## src/sv/svl_pkg.sv

```systemverilog
`default_nettype none
package svl_pkg;

  localparam logic [1:0] OP_INSERT = 2'd0;
  localparam logic [1:0] OP_REMOVE = 2'd1;
  localparam logic [1:0] OP_SEARCH = 2'd2;

  localparam logic [1:0] ST_DONE   = 2'd0;
  localparam logic [1:0] ST_ABSENT = 2'd1;
  localparam logic [1:0] ST_FULL   = 2'd2;

  typedef struct packed {
    logic [1:0]         operation;
    logic signed [31:0] item_value;
  } in_item_t;

  typedef struct packed {
    logic [1:0] status;
    logic [6:0] entry_count;
  } out_item_t;

  typedef enum logic {
    PH_IDLE,
    PH_COMMIT
  } phase_t;

  typedef struct packed {
    logic               capture;
    logic               commit_ins;
    logic               commit_rem;
    logic signed [31:0] cmp_value;
    logic signed [31:0] ins_value;
  } cell_cmd_t;

endpackage
`default_nettype wire

```

## src/sv/svl_cell.sv

```systemverilog
`default_nettype none
module svl_cell #(
  parameter int CNT_W = 7,
  parameter int INDEX = 0
) (
  input  wire logic                clk,
  input  wire svl_pkg::cell_cmd_t  cmd,
  input  wire logic [CNT_W-1:0]    count,
  input  wire logic signed [31:0]  prev_entry,
  input  wire logic                prev_gt,
  input  wire logic signed [31:0]  next_entry,
  output logic signed [31:0]       entry,
  output logic                     gt,
  output logic                     hit
);

  logic signed [31:0] entry_r, entry_nxt;
  logic               gt_r, ge_r, hit_r;
  logic               occ;

  assign occ = count > CNT_W'(INDEX);

  always_ff @(posedge clk) begin
    if (cmd.capture) begin
      gt_r  <= !occ || (entry_r > cmd.cmp_value);
      ge_r  <= !occ || (entry_r >= cmd.cmp_value);
      hit_r <= occ && (entry_r == cmd.cmp_value);
    end
  end

  // On insert the first cell above the value loads it and the rest shift up.
  // On remove every cell from the first equal one upward takes its upper neighbor.
  always_comb begin
    entry_nxt = entry_r;
    if (cmd.commit_ins && gt_r) begin
      if (prev_gt) begin
        entry_nxt = prev_entry;
      end else begin
        entry_nxt = cmd.ins_value;
      end
    end else if (cmd.commit_rem && ge_r) begin
      entry_nxt = next_entry;
    end
  end

  always_ff @(posedge clk) begin
    entry_r <= entry_nxt;
  end

  assign entry = entry_r;
  assign gt    = gt_r;
  assign hit   = hit_r;

endmodule
`default_nettype wire

```

## config.mk

```make
export PLATFORM = sky130hd
export DESIGN_NAME = svl_cell
export DESIGN_NICKNAME = d
export VERILOG_FILES = /design/src/sv/svl_pkg.sv /design/src/sv/svl_cell.sv
export SDC_FILE = /design/constraint.sdc
export NUM_CORES = 1
export LEC_CHECK = 0
export ABC_AREA = 1
export BUFFER_PORTS_ARGS = -buffer_cell sky130_fd_sc_hd__buf_2
export CORE_MARGIN = 3
export CORE_UTILIZATION = 46
export DETAILED_ROUTE_END_ITERATION = 7
export GPL_TIMING_DRIVEN = 1
export PLACE_DENSITY = 0.95
export SYNTH_ARGS = -nofsm -noshare
export SYNTH_HDL_FRONTEND = slang
export SYNTH_SLANG_ARGS = --single-unit
```

## constraint.sdc

```tcl
create_clock -name clk -period 5.5 [get_ports clk]
set_clock_uncertainty 0.2 [all_clocks]
set_input_delay 0 -clock clk [delete_from_list [all_inputs] [get_ports clk]]
set_output_delay 0 -clock clk [all_outputs]
set_load 0.1 [all_outputs]
```

# Yosys cells after proc, flatten, opt, wreduce, memory -nomap -nowiden
# Cells that the tools add are included.
# word_totals
input_bits,140
ff_bits,35
word_cells,18
output_inout_bits,34
# classes
n_eq_ne,1
n_mux,3
order_cmp,3
reduce_logical,7
# ops
cell,n
2-to-1 mux 32 bit,3
== test 32 bit,1
>= comparator 32 bit,1
> comparator 32 bit,1
> comparator 7 x 1 -> 1 bit (second input constant),1
logical AND 1 bit,3
logical OR 1 bit,2
nonzero test 2 bit,1
zero test 1 bit,1

# Depth between registers and ports, before layout
# Gate-level depths: netlist of run 1.
# logic_depth
word_depth,3
depth_mapped,16
depth_no_buf,16

# Worst setup path after synthesis of run 1
# Ideal clock, no wire load.
# synth_timing
path_type,register to register
from,"register gt_r, in the netlist gt"
to,"register entry_r[0], in the netlist entry[0] (enable)"
setup_ps,389
slack_ps,2699
t_arrival_ps,2212
period_less_slack_ps,2801
path_stages_with_launch,4
n_path_buf,1
cell_sequence,edfxtp_1 nand2_1 clkbuf_1 nand2_1
# synth_between
elab_chain_len,2
# synth_lines
element,line_no,text
start: declaration,svl_cell.sv:18,"logic gt_r, ge_r, hit_r;"
start signal: assignment,svl_cell.sv:25,gt_r <= !occ || (entry_r > cmd.cmp_value);
logical AND 1 bit,svl_cell.sv:35,if (cmd.commit_ins && gt_r) begin
nonzero test 2 bit (no line),-,
end signal: assignment,svl_cell.sv:47,entry_r <= entry_nxt;
end: declaration,svl_cell.sv:17,"logic signed [31:0] entry_r, entry_nxt;"
# No other way between the ends.
# A chain may end at the register's enable or synchronous reset.

# Worst setup path in the final report of run 1
# layout_timing
from,"register gt_r, in the netlist gt"
to,"register entry_r[24], in the netlist entry[24] (data pin)"
# layout_between
elab_chain_len,2
# layout_lines
element,line_no
logical AND 1 bit,svl_cell.sv:35
2-to-1 mux 32 bit,svl_cell.sv:35
named net entry_nxt[24],svl_cell.sv:17
# The timed path passes the listed nets, and every way through them passes these cells.

==> results of run 1 <==
==> power groups by stage <==
stage               combinational [uW]  sequential [uW]  clock, uW
floorplan                          173              672          0
global placement                   584              380          0
detailed placement                 601              384          0
CTS                                667              379        182
global route                       718              383        194
finish                             677              379        178
==> worst max path at each step <==
stage / cells after the start / slack, ns / startpoint / end
2_1_floorplan: 3 / 2.70 / gt / entry[0]
3_3_place_gp: 12 / 3.59 / entry[14] / ge_r
5_1_grt: 6 / 2.91 / gt / entry[24]
4_1_cts: 6 / 3.08 / gt / entry[27]
3_5_place_dp: 10 / 3.46 / entry[31] / gt
6_report: 6 / 3.01 / gt / entry[24]
==> metrics by stage <==
step                      area [um^2]  setup WS, ns  hold slack [ns]
after floorplan                  2620          2.70          -0.0875
after global placement           3540          3.59           0.0435
after detailed placement         3540          3.46           0.0471
after CTS                        4270          3.08          0.00156
after global routing             4270          2.91           0.0158
final                            4270          3.01          0.00500
==> layer usage <==
layer / part of all wire, % / vias up / global-route usage [%]
met5: 0 / - / 0
met4: 2.2 / 0 / 9.97
met3: 7.3 / 24 / 6.25
met2: 55 / 169 / 55.0
met1: 35 / 1511 / 27.7
li1: - / 1576 / -
==> placed cells by master, fill, tap and decap left out, drive strengths merged <==
cell / n
o21a: 2
nand2: 72
nor2: 42
nand4: 2
dlygate4sd3: 65
a21oi: 78
ha: 32
nor3: 1
buf: 175
o21ai: 3
nand3: 4
and2: 1
inv: 42
edfxtp: 35
nor4: 2
clkinv: 2
a21o: 2
clkbuf: 7
==> kinds of logic after synthesis <==
logic type	after synthesis	share of synthesized area, %
adders and majority gates	32	15.3
and+or+nand+nor	124	19.6
DFF	35	40.2
buffers and inverters	56	8.08
AOI/OAI and AO/OA	85	16.8
==> sequential cells by signal, indices dropped and copies added, names as in the netlist <==
name,count
entry,32
ge_r,1
gt,1
hit,1
==> cell type report <==
type / instances / area (um^2)
multi-input combinational: 241 / 1360
tap: 70 / 87.6
clock inverter: 1 / 5.00
timing repair buffer: 240 / 1530
inverter: 43 / 161
sequential: 35 / 1050
fill: 349 / 1030
clock buffer: 7 / 76.3
==> tightest hold or removal path, delay by kind of cell <==
kind | cells | cell delay [ns]
and+or+nand+nor | 3 | 0.29
buffers and inverters | 1 | 0.08
==> what timing repair did <==
action                    4_1_cts  5_1_grt
hold endpoints to repair       35        0
resized for setup               0        0
hold buffers                   65        0
==> impl_results.rst, run 1 <==
.. list-table::
   :header-rows: 1

   * - Metric
     - Value
   * - Average cell area after synthesis
     - around 7.9 um^2
   * - Placeable core region
     - 0.00530 mm^2
   * - Outcome
     - completed
   * - Sum of net half-perimeters after detailed placement
     - between 6 and 7 mm
   * - Die Ht
     - 81.4 um
   * - Top cell type's share of synthesized area
     - 40.2%
   * - Hold path startpoint
     - count[3]
   * - Worst VDD drop
     - 0.226 mV
   * - Placed Cells incl. Taps
     - approximately 560
   * - Final routed DRC violation total
     - 0
   * - Clock Path Buffers
     - 2
   * - Tot Pwr
     - 1230 uW
   * - Die boundary width
     - 81.4 um
   * - Total I/O pin count
     - 174
   * - Transition at the pin with the smallest max-transition slack
     - 0.632 ns
   * - Combinational cell fraction of total power
     - approximately 55%
   * - Nets
     - 738
   * - Dominant delay contributor by cell family on the critical path
     - buffers and inverters
   * - Critical-path cell with the highest stage delay
     - dlygate4sd3_1
   * - Via count of the first global-routing pass
     - 3,296
   * - Sort of element at the end of the critical path
     - register
   * - Max transition margin
     - 57.9%
   * - Number of synthesis warnings
     - 0
   * - Post-synthesis instance area
     - 0.00262 mm^2
   * - Total negative slack
     - 0 ns
   * - Average detailed-routed wire length per instance
     - 15.0 um
   * - Setup repair after global routing missed its margin
     - false
   * - Critical path buffers and inverters
     - 3
   * - Worst reg-to-reg path cell count
     - 6
   * - Final count of hold timing violations
     - 0
   * - Top cell types by occurrence after synthesis
     - a21oi_1, nand2_1, inv_1, nor2_1, edfxtp_1
   * - Antenna cell count
     - 0
   * - Async set-or-reset flop fraction in the synthesized netlist
     - 0%
   * - Total global-route track usage
     - between 20 and 30%
   * - Shortest clock period the worst path allows after layout
     - around 2.5 ns
   * - Clock tree root buffer cell
     - clkbuf_8
   * - Number of placement rows
     - 26
   * - CTS buffer count
     - 5
   * - Avg Vias per Cell
     - between 5 and 6
   * - DIE AREA
     - 0.00663 mm^2
   * - Number of cells produced by synthesis
     - 332
   * - Data required time at the worst endpoint
     - around 5.3 ns
   * - Delay of the slowest critical-path stage
     - 0.58 ns
   * - Post-synthesis sequential area ratio
     - 40.2%
   * - R2r setup slk
     - 3.01 ns
   * - Worst-case hold path end point
     - hit
   * - Fraction of power consumed by the clock network
     - 14.5%
   * - Sink Count
     - 35
   * - Non-filler cells in the finished layout
     - roughly 640
   * - Fraction of final layout cells sized beyond drive strength 1
     - 33.9%
   * - Most used standard cell by instance count after synthesis
     - a21oi_1
   * - Most area-hungry cell type in the Yosys netlist
     - edfxtp_1
   * - Number of antenna violations at the first check in global routing
     - 0
   * - Residual overflow from global routing
     - 0
   * - Post-layout util
     - 80.5%
   * - Arrival time at the worst endpoint
     - 2.32 ns
   * - WHS Path Cells
     - 4
   * - Net count of the mapped netlist
     - 504
   * - Setup violations, final
     - 0
   * - Via Count
     - 3,280
   * - Top_reg_cell synth
     - edfxtp_1
   * - Critical register-to-register path startpoint
     - gt
   * - Critical R2R Capture
     - entry[24]
   * - Final worst-path cycle share
     - 45.3%
   * - Hold WC Path Type
     - in2reg
   * - Number of max-slew violations in the final report
     - 0
   * - Number of nets with antenna violations after routing
     - 0
   * - Number of DRC violations after detailed-routing iteration 0
     - 182
   * - Count of flip-flops with a built-in enable after synthesis
     - 35
   * - Share of total power in sequential cells
     - 30.7%
   * - Crit start category
     - register
   * - Global-route wire length before repair
     - about 14 mm
   * - Wire length after detailed routing
     - 9.58 mm
   * - Setup repair bufs after CTS
     - 0
   * - Starting utilization of the core area
     - between 40% and 50%
   * - Pin count of the biggest net entering global routing
     - 35
   * - Clock transition at the register clock pins on the worst setup and hold paths after CTS
     - 0.07 ns
   * - Net Switching
     - 593 uW
   * - Clock latency at the later pin of the worst-skew pair
     - 0.28 ns
   * - Largest fanout of any net on the critical path
     - 34
   * - Max-cap violations
     - 0
   * - Number of port buffers
     - about 170
   * - GPL Wtd Cong
     - 0.795
   * - Sw frac
     - 48.0%
   * - Power per unit of standard cell area
     - 289 mW/mm^2
   * - Leakage power total
     - approximately 0.0022 uW
   * - Number of distinct library cells after synthesis
     - 25
   * - Critical-path cell list
     - nand2_1 > buf_4 > inv_2 > nor2_1 > a21oi_1 > dlygate4sd3_1
   * - Detailed-routing iteration count for the pre-antenna-repair pass
     - 5
   * - H-Tree Level Count
     - 2
   * - Leading cell types by total area after synthesis
     - edfxtp_1, ha_1, a21oi_1, nand2_1, inv_1
   * - Synth Register Bits
     - 35
   * - Max Freq
     - 0.401 GHz
   * - Internal power summed over all cells
     - approximately 640 uW
   * - Crit Path Category
     - reg2reg
   * - Area grow syn2layout
     - 63.0%
   * - CTS tree
     - done
(Power assumes the default switching activity.)
==> run 2: changes to the inputs <==
--- a/config.mk
+++ b/config.mk
@@ -8,10 +8,10 @@
 export ABC_AREA = 1
 export BUFFER_PORTS_ARGS = -buffer_cell sky130_fd_sc_hd__buf_2
 export CORE_MARGIN = 3
-export CORE_UTILIZATION = 46
+export CORE_UTILIZATION = 38
 export DETAILED_ROUTE_END_ITERATION = 7
 export GPL_TIMING_DRIVEN = 1
-export PLACE_DENSITY = 0.95
+export PLACE_DENSITY = 0.87
 export SYNTH_ARGS = -nofsm -noshare
 export SYNTH_HDL_FRONTEND = slang
 export SYNTH_SLANG_ARGS = --single-unit
==> constraint.sdc (replaced) <==
create_clock -name clk -period 2.1 [get_ports clk]
set_clock_uncertainty 0.2 [all_clocks]
set_input_delay 0 -clock clk [delete_from_list [all_inputs] [get_ports clk]]
set_output_delay 0 -clock clk [all_outputs]
set_load 0.1 [all_outputs]
==> run 2 against run 1 <==
  * Cell count up 1.7%
  * Maximum frequency up 23%
  * Non-clock buffer count increased by 4
  * Critical path depth down 1
  * Setup slack got worse by 2.9 ns
  * Count of clock-buffer cells in the layout unchanged
  * Sequential power grew to 2.6 times the previous value
  * Via count down 2.2%
  * Power rose to 2.7 times the previous value
  * Combinational power rose to 2.7 times the previous value
  * Register-to-register slack lost 2.9 ns
  * Core utilization down 12 points
  * Critical path type unchanged
  * Highest routed layer unchanged
==> impl_results.rst, run 2 (same netlist as run 1, synthesis figures left out) <==
.. list-table::
   :header-rows: 1

   * - Metric
     - Value
   * - Routing usage on met3
     - 3.87% (-2.4 points)
   * - CTS tree
     - done
   * - Final design area excluding fillers
     - 0.00443 mm^2 (+3.8%)
   * - Power per unit of standard cell area
     - 743 mW/mm^2 (+160%)
   * - Number of placement rows
     - 29 (+12%)
   * - Global-route wire length before repair
     - 14.1 mm (about the same)
   * - Max Freq
     - 0.494 GHz (+23%)
   * - Worst reg-to-reg path cell count
     - 5 (-1)
   * - Pin count of the biggest net entering global routing
     - 33 (-5.7%)
   * - Antenna cell count
     - 0 (unchanged)
   * - Outcome
     - completed
   * - R2r setup slk
     - 0.07 ns (-2.93 ns)
   * - Placed Cells incl. Taps
     - 572 (+1.4%)
   * - Hold path startpoint
     - cmd[30]
   * - Non-filler cells in the finished layout
     - 648 (+1.7%)
   * - Number of port buffers
     - 173 (unchanged)
   * - Clock transition at the register clock pins on the worst setup and hold paths after CTS
     - 0.07 ns (about the same)
   * - Critical register-to-register path startpoint
     - gt
   * - Leading cell type in the layout, fill and taps excluded
     - buf_2
   * - Die Ht
     - 89.0 um (+9.3%)
   * - Average detailed-routed wire length per instance
     - 14.7 um (-2.1%)
   * - Residual overflow from global routing
     - 0 (unchanged)
   * - WHS Path Cells
     - 3 (-1)
   * - Sink Count
     - 35 (unchanged)
   * - Clock latency at the later pin of the worst-skew pair
     - 0.28 ns (about the same)
   * - Post-route worst setup slack
     - 0.0739 ns (-2.93 ns)
   * - GPL Wtd Cong
     - 0.804 (+1.1%)
   * - DIE AREA
     - 0.00792 mm^2 (+19%)
   * - Max transition margin
     - 62.6% (+4.7 points)
   * - Tot Pwr
     - 3290 uW (+170%)
   * - H-Tree Level Count
     - 2 (unchanged)
   * - Crit Path Category
     - reg2reg
   * - Arrival time at the worst endpoint
     - 1.97 ns (-0.35 ns)
   * - Detailed-routing iteration count for the pre-antenna-repair pass
     - 6 (+1)
   * - CTS buffer count
     - 5 (unchanged)
   * - Nets
     - 742 (+0.54%)
   * - Worst VDD drop
     - 0.360 mV (+59%)
   * - Data required time at the worst endpoint
     - 2.05 ns (-3.28 ns)
   * - Final count of hold timing violations
     - 0 (unchanged)
   * - Number of nets with antenna violations after routing
     - 0 (unchanged)
   * - Number of max-slew violations in the final report
     - 0 (unchanged)
   * - Fraction of final layout cells sized beyond drive strength 1
     - 36.3% (+2.4 points)
   * - Hold WC Path Type
     - in2reg
   * - Setup violations, final
     - 0 (unchanged)
   * - Final routed DRC violation total
     - 0 (unchanged)
   * - Worst-case hold path end point
     - entry[30]
   * - Number of DRC violations after detailed-routing iteration 0
     - 115 (-37%)
   * - Clock tree root buffer cell
     - clkbuf_8
   * - Final worst-path cycle share
     - 96.5% (+51 points)
   * - Wire length after detailed routing
     - 9.54 mm (-0.45%)
   * - Crit start category
     - register
   * - Placed inst area
     - 0.00362 mm^2 (+2.4%)
   * - Area grow syn2layout
     - 69.3%
   * - Placeable core region
     - 0.00649 mm^2 (+22%)
   * - Transition at the pin with the smallest max-transition slack
     - 0.560 ns (-0.0712 ns)
   * - Highest-count cells in the layout ignoring fill and taps
     - buf_2, a21oi_1, dlygate4sd3_1
   * - Number of antenna violations at the first check in global routing
     - 0 (unchanged)
   * - Die boundary width
     - 89.0 um (+9.3%)
   * - Clock Path Buffers
     - 2 (unchanged)
   * - Max-cap violations
     - 0 (unchanged)
   * - Total I/O pin count
     - 174 (unchanged)
   * - Largest fanout of any net on the critical path
     - 18 (-47%)
   * - Starting utilization of the core area
     - 40.3% (-9.1 points)
   * - Shortest clock period the worst path allows after layout
     - 2.03 ns (-0.466 ns)
   * - Via Count
     - 3,207 (-2.2%)
   * - GR Layer Usage met1
     - 22.9% (-4.9 points)
   * - Critical R2R Capture
     - entry[7]
   * - Place WS
     - 0.0728 ns (-3.39 ns)
   * - Max FFs per register
     - 32 (unchanged)
   * - Total global-route track usage
     - 23.3% (-4.4 points)
   * - Setup repair after global routing missed its margin
     - true
   * - Filler cells
     - 523 (+50%)
   * - Busiest layer in global routing
     - met2
   * - Via count of the first global-routing pass
     - 3,218 (-2.4%)
   * - M2 GR Usage
     - 46.6% (-8.5 points)
   * - Sort of element at the end of the critical path
     - register
   * - Leakage power total
     - 0.00224 uW (+1.1%)
   * - Avg Vias per Cell
     - 4.95 (-3.9%)
   * - WHS
     - 0.00655 ns (+0.00156 ns)
   * - Sum of net half-perimeters after detailed placement
     - 6.52 mm (+0.49%)
-- run 2: changes by cell type in the layout (fill, tap and decap cells not counted), moves of 2 or more --
cell | previous run | this run
ha_1 | 32 | 25
ha_4 | 0 | 7
buf_4 | 2 | 5
nand2_1 | 68 | 65
nand2_2 | 4 | 6
-- run 2: worst max-delay path by stage --
stage	startpoint	endpoint	slack, ns	depth (start not counted)
2_1_floorplan	entry[31]	ge_r	-0.30	10
3_3_place_gp	entry[19]	ge_r	0.14	8
3_5_place_dp	entry[17]	ge_r	0.07	8
4_1_cts	gt	entry[0]	0.06	5
5_1_grt	entry[15]	gt	-0.07	12
6_report	gt	entry[7]	0.07	5
-- run 2: per-stage QoR --
step                util (%)  setup TNS [ns]
floorplan                  -          -0.665
global placement        55.8               0
detailed placement      55.8               0
CTS                     67.2               0
global route            68.2          -0.118
finish                  68.2               0
-- run 2: cell type report --
type	count	area (um^2)	share of cell area [%]
clock buffer	7	76.3	1.72
clock inverter	1	5.00	0.113
sequential	35	1050	23.7
inverter	43	164	3.70
tap	77	96.3	2.17
timing repair buffer	244	1560	35.3
multi-input combinational	241	1480	33.3
-- run 2: power breakdown --
part | switching (uW) | internal [uW]
registers | 70.2 | 932
logic | 1270 | 547
clock network | 246 | 233
-- run 2: routing by layer --
metal  vias to the layer above  share of wire, %
met5                         -                 0
met4                         0               3.7
met3                        35               6.4
met2                       159                55
met1                      1424                35
li1                       1589                 -
-- run 2: critical path, cell delays in order (launching register included) --
cell and delay (ns):
edfxtp_1 0.40, nand2_2 0.13, buf_4 0.27, a21oi_1 0.07, a21oi_1 0.21, dlygate4sd3_1 0.61
-- run 2: repair_timing --
item / 4_1_cts / 5_1_grt
hold buffers: 66 / 0
buffers inserted: 0 / 2
gates resized for setup: 0 / 9
hold endpoints to repair: 35 / 0
setup endpoints to repair: 0 / 23
==> run 3: changes to the inputs <==
--- a/config.mk
+++ b/config.mk
@@ -7,11 +7,14 @@
 export LEC_CHECK = 0
 export ABC_AREA = 1
 export BUFFER_PORTS_ARGS = -buffer_cell sky130_fd_sc_hd__buf_2
+export CAP_MARGIN = 20
+export CELL_PAD_IN_SITES_DETAIL_PLACEMENT = 1
+export CELL_PAD_IN_SITES_GLOBAL_PLACEMENT = 1
 export CORE_MARGIN = 3
-export CORE_UTILIZATION = 38
+export CORE_UTILIZATION = 26
 export DETAILED_ROUTE_END_ITERATION = 7
 export GPL_TIMING_DRIVEN = 1
-export PLACE_DENSITY = 0.87
+export PLACE_DENSITY = 0.88
 export SYNTH_ARGS = -nofsm -noshare
 export SYNTH_HDL_FRONTEND = slang
 export SYNTH_SLANG_ARGS = --single-unit
==> run 3 against run 2 <==
  * Global-route usage shrank 3.1 points
  * Largest power group unchanged
  * Clock power grew 1%
  * First-iteration DRC count shrank 56%
  * Register-to-register slack lost 0.06 ns
  * Core utilization shrank 20 points
  * Count of clock-buffer cells in the layout shrank 2
  * Wire length grew 23%
  * Sequential power is essentially flat
  * Setup slack lost 0.057 ns
  * Combinational power grew 4%
  * Critical endpoint is now ge_r
  * Via count grew 3.5%
  * Hold slack gained 0.015 ns
==> impl_results.rst, run 3 (same netlist as run 1, synthesis figures left out) <==
.. list-table::
   :header-rows: 1

   * - Metric
     - Value
   * - Area grow syn2layout
     - 75.0%
   * - Transition at the pin with the smallest max-transition slack
     - 0.590 ns (+0.0292 ns)
   * - Sort of element at the end of the critical path
     - register
   * - Avg Vias per Cell
     - 4.69 (-5.2%)
   * - Crit Path Category
     - reg2reg
   * - Hold WC Path Type
     - in2reg
   * - Number of antenna violations at the first check in global routing
     - 0 (unchanged)
   * - Worst VDD drop
     - 0.292 mV (-19%)
   * - Placeable core region
     - 0.00950 mm^2 (+46%)
   * - Largest fanout of any net on the critical path
     - 2 (-16)
   * - Sum of net half-perimeters after detailed placement
     - 8.13 mm (+25%)
   * - Sink Count
     - 35 (unchanged)
   * - Delay of the slowest critical-path stage
     - 0.45 ns (-0.16 ns)
   * - Leakage power total
     - 0.00231 uW (+3.0%)
   * - Number of max-slew violations in the final report
     - 0 (unchanged)
   * - Final routed DRC violation total
     - 0 (unchanged)
   * - Clock Path Buffers
     - 2 (unchanged)
   * - Shortest clock period the worst path allows after layout
     - 2.08 ns (+0.0575 ns)
   * - Leading cell type in the layout, fill and taps excluded
     - buf_2
   * - DIE AREA
     - 0.0113 mm^2 (+43%)
   * - Wire length after detailed routing
     - 11.7 mm (+23%)
   * - Clock tree root buffer cell
     - clkbuf_8
   * - Clock transition at the register clock pins on the worst setup and hold paths after CTS
     - 0.08 ns (about the same)
   * - Die boundary width
     - 106 um (+19%)
   * - Number of nets with antenna violations after routing
     - 0 (unchanged)
   * - Max transition margin
     - 60.6% (-1.9 points)
   * - Final count of hold timing violations
     - 0 (unchanged)
   * - Post-layout util
     - 48.2% (-20 points)
   * - Via Count
     - 3,320 (+3.5%)
   * - Nets
     - 749 (+0.94%)
   * - Max-cap violations
     - 0 (unchanged)
   * - Crit path from
     - entry[17]
   * - WHS
     - 0.0212 ns (+0.0146 ns)
   * - Fraction of final layout cells sized beyond drive strength 1
     - 36.9% (+0.60 points)
   * - Critical-path cell list
     - ha_4 > nand4_1 > nor4_4 > nand2_1 > nand2_1 > nand2_1 > nand2_1 > nand3_1
   * - Hold path startpoint
     - cmd[0]
   * - Power per unit of standard cell area
     - 737 mW/mm^2 (-0.86%)
   * - Data required time at the worst endpoint
     - 1.94 ns (-0.11 ns)
   * - Residual overflow from global routing
     - 0 (unchanged)
   * - Critical-path cell with the highest stage delay
     - edfxtp_1
   * - GPL Wtd Cong
     - 0.804 (about the same)
   * - Crit start category
     - register
   * - Max Freq
     - 0.480 GHz (-2.8%)
   * - Via count of the first global-routing pass
     - 3,777 (+17%)
   * - Setup violations, final
     - 0 (unchanged)
   * - Global-route wire length before repair
     - 17.8 mm (+26%)
   * - Total negative slack
     - 0 ns (unchanged)
   * - Most prevalent standard cell on the critical path
     - nand2_1
   * - Arrival time at the worst endpoint
     - 1.92 ns (-0.05 ns)
   * - Die Ht
     - 106 um (+19%)
   * - Number of DRC violations after detailed-routing iteration 0
     - 51 (-56%)
   * - Detailed-routing iteration count for the pre-antenna-repair pass
     - 4 (-2)
   * - CTS tree
     - done
   * - Total global-route track usage
     - 20.2% (-3.1 points)
   * - CTS buffer count
     - 5 (unchanged)
   * - Average detailed-routed wire length per instance
     - 16.5 um (+12%)
   * - Highest-count cells in the layout ignoring fill and taps
     - buf_2, a21oi_1, dlygate4sd3_1
   * - Outcome
     - completed
   * - Number of placement rows
     - 35 (+21%)
   * - Number of port buffers
     - 173 (unchanged)
   * - Total I/O pin count
     - 174 (unchanged)
   * - Clock latency at the later pin of the worst-skew pair
     - 0.28 ns (about the same)
   * - Max FFs per register
     - 32 (unchanged)
   * - Critical register-to-register path startpoint
     - entry[17]
   * - Starting utilization of the core area
     - 27.5% (-13 points)
   * - Pin count of the biggest net entering global routing
     - 33 (unchanged)
   * - Final worst-path cycle share
     - 99.2% (+2.7 points)
   * - H-Tree Level Count
     - 2 (unchanged)
   * - Setup repair after global routing missed its margin
     - true
run 3: changes by cell type in the layout (fill, tap and decap cells not counted), sizes merged:
cell         before  now
dlygate4sd3      66   69
buf             178  182
clkinv            2    4
diode             0    1
clkbuf            7    5
run 3: stage by stage:
step | std cells | area [um^2] | worst slack (ns) | total power, uW
after floorplan | 332 | 2690 | -0.301 | 2240
after global placement | 626 | 3700 | 0.0993 | 2600
after detailed placement | 626 | 3700 | -0.0131 | 2660
after CTS | 703 | 4480 | -0.00225 | 3330
after global routing | 707 | 4580 | -0.0876 | 3570
final | 708 | 4580 | 0.0164 | 3380
run 3: power breakdown:
group          switching [uW]  total [uW]  leakage, uW  internal, uW
Clock                     258         485    0.0000477           227
Combinational            1310        1880      0.00192           572
Sequential               76.7        1010     0.000338           932
run 3: per-layer routing:
metal | global-route usage (%) | wire (um) | up-vias
met2 | 39.0 | 6510 | 125
met5 | 0 | 0 | -
met3 | 4.13 | 545 | 36
li1 | - | - | 1601
met4 | 10.2 | 489 | 0
met1 | 20.0 | 4170 | 1558
run 3: worst max-delay path: cells and delay by family (launching register included):
| kind | cells | cell delay, ns |
|---|---|---|
| AND/OR/NAND/NOR | 7 | 0.90 |
| flip-flops | 1 | 0.45 |
| adder cells (fa/ha/maj) | 1 | 0.30 |
run 3: final timing paths:
check | endpoint | slack, ns | cells past startpoint
worst max-delay path | ge_r | 0.02 | 8
worst min-delay path | entry[0] | 0.02 | 3
worst max register to register | ge_r | 0.02 | 8
worst min register to register | entry[0] | 0.68 | 2
run 3: layout make-up:
type	instances	area (um^2)
clock buffer	5	68.8
clock inverter	3	15.0
timing repair buffer	251	1630
fill	1173	4920
antenna	1	2.50
inverter	43	166
sequential	35	1050
multi-input combinational	241	1490
tap	129	161
run 3: what timing repair did:
| action | in CTS | in global routing |
|---|---|---|
| endpoints found under the setup margin | 1 | 19 |
| hold buffers | 69 | 0 |
| pin swaps | 2 | 4 |
| hold endpoints to repair | 36 | 0 |
| resized for setup | 1 | 15 |
| setup buffers | 0 | 4 |
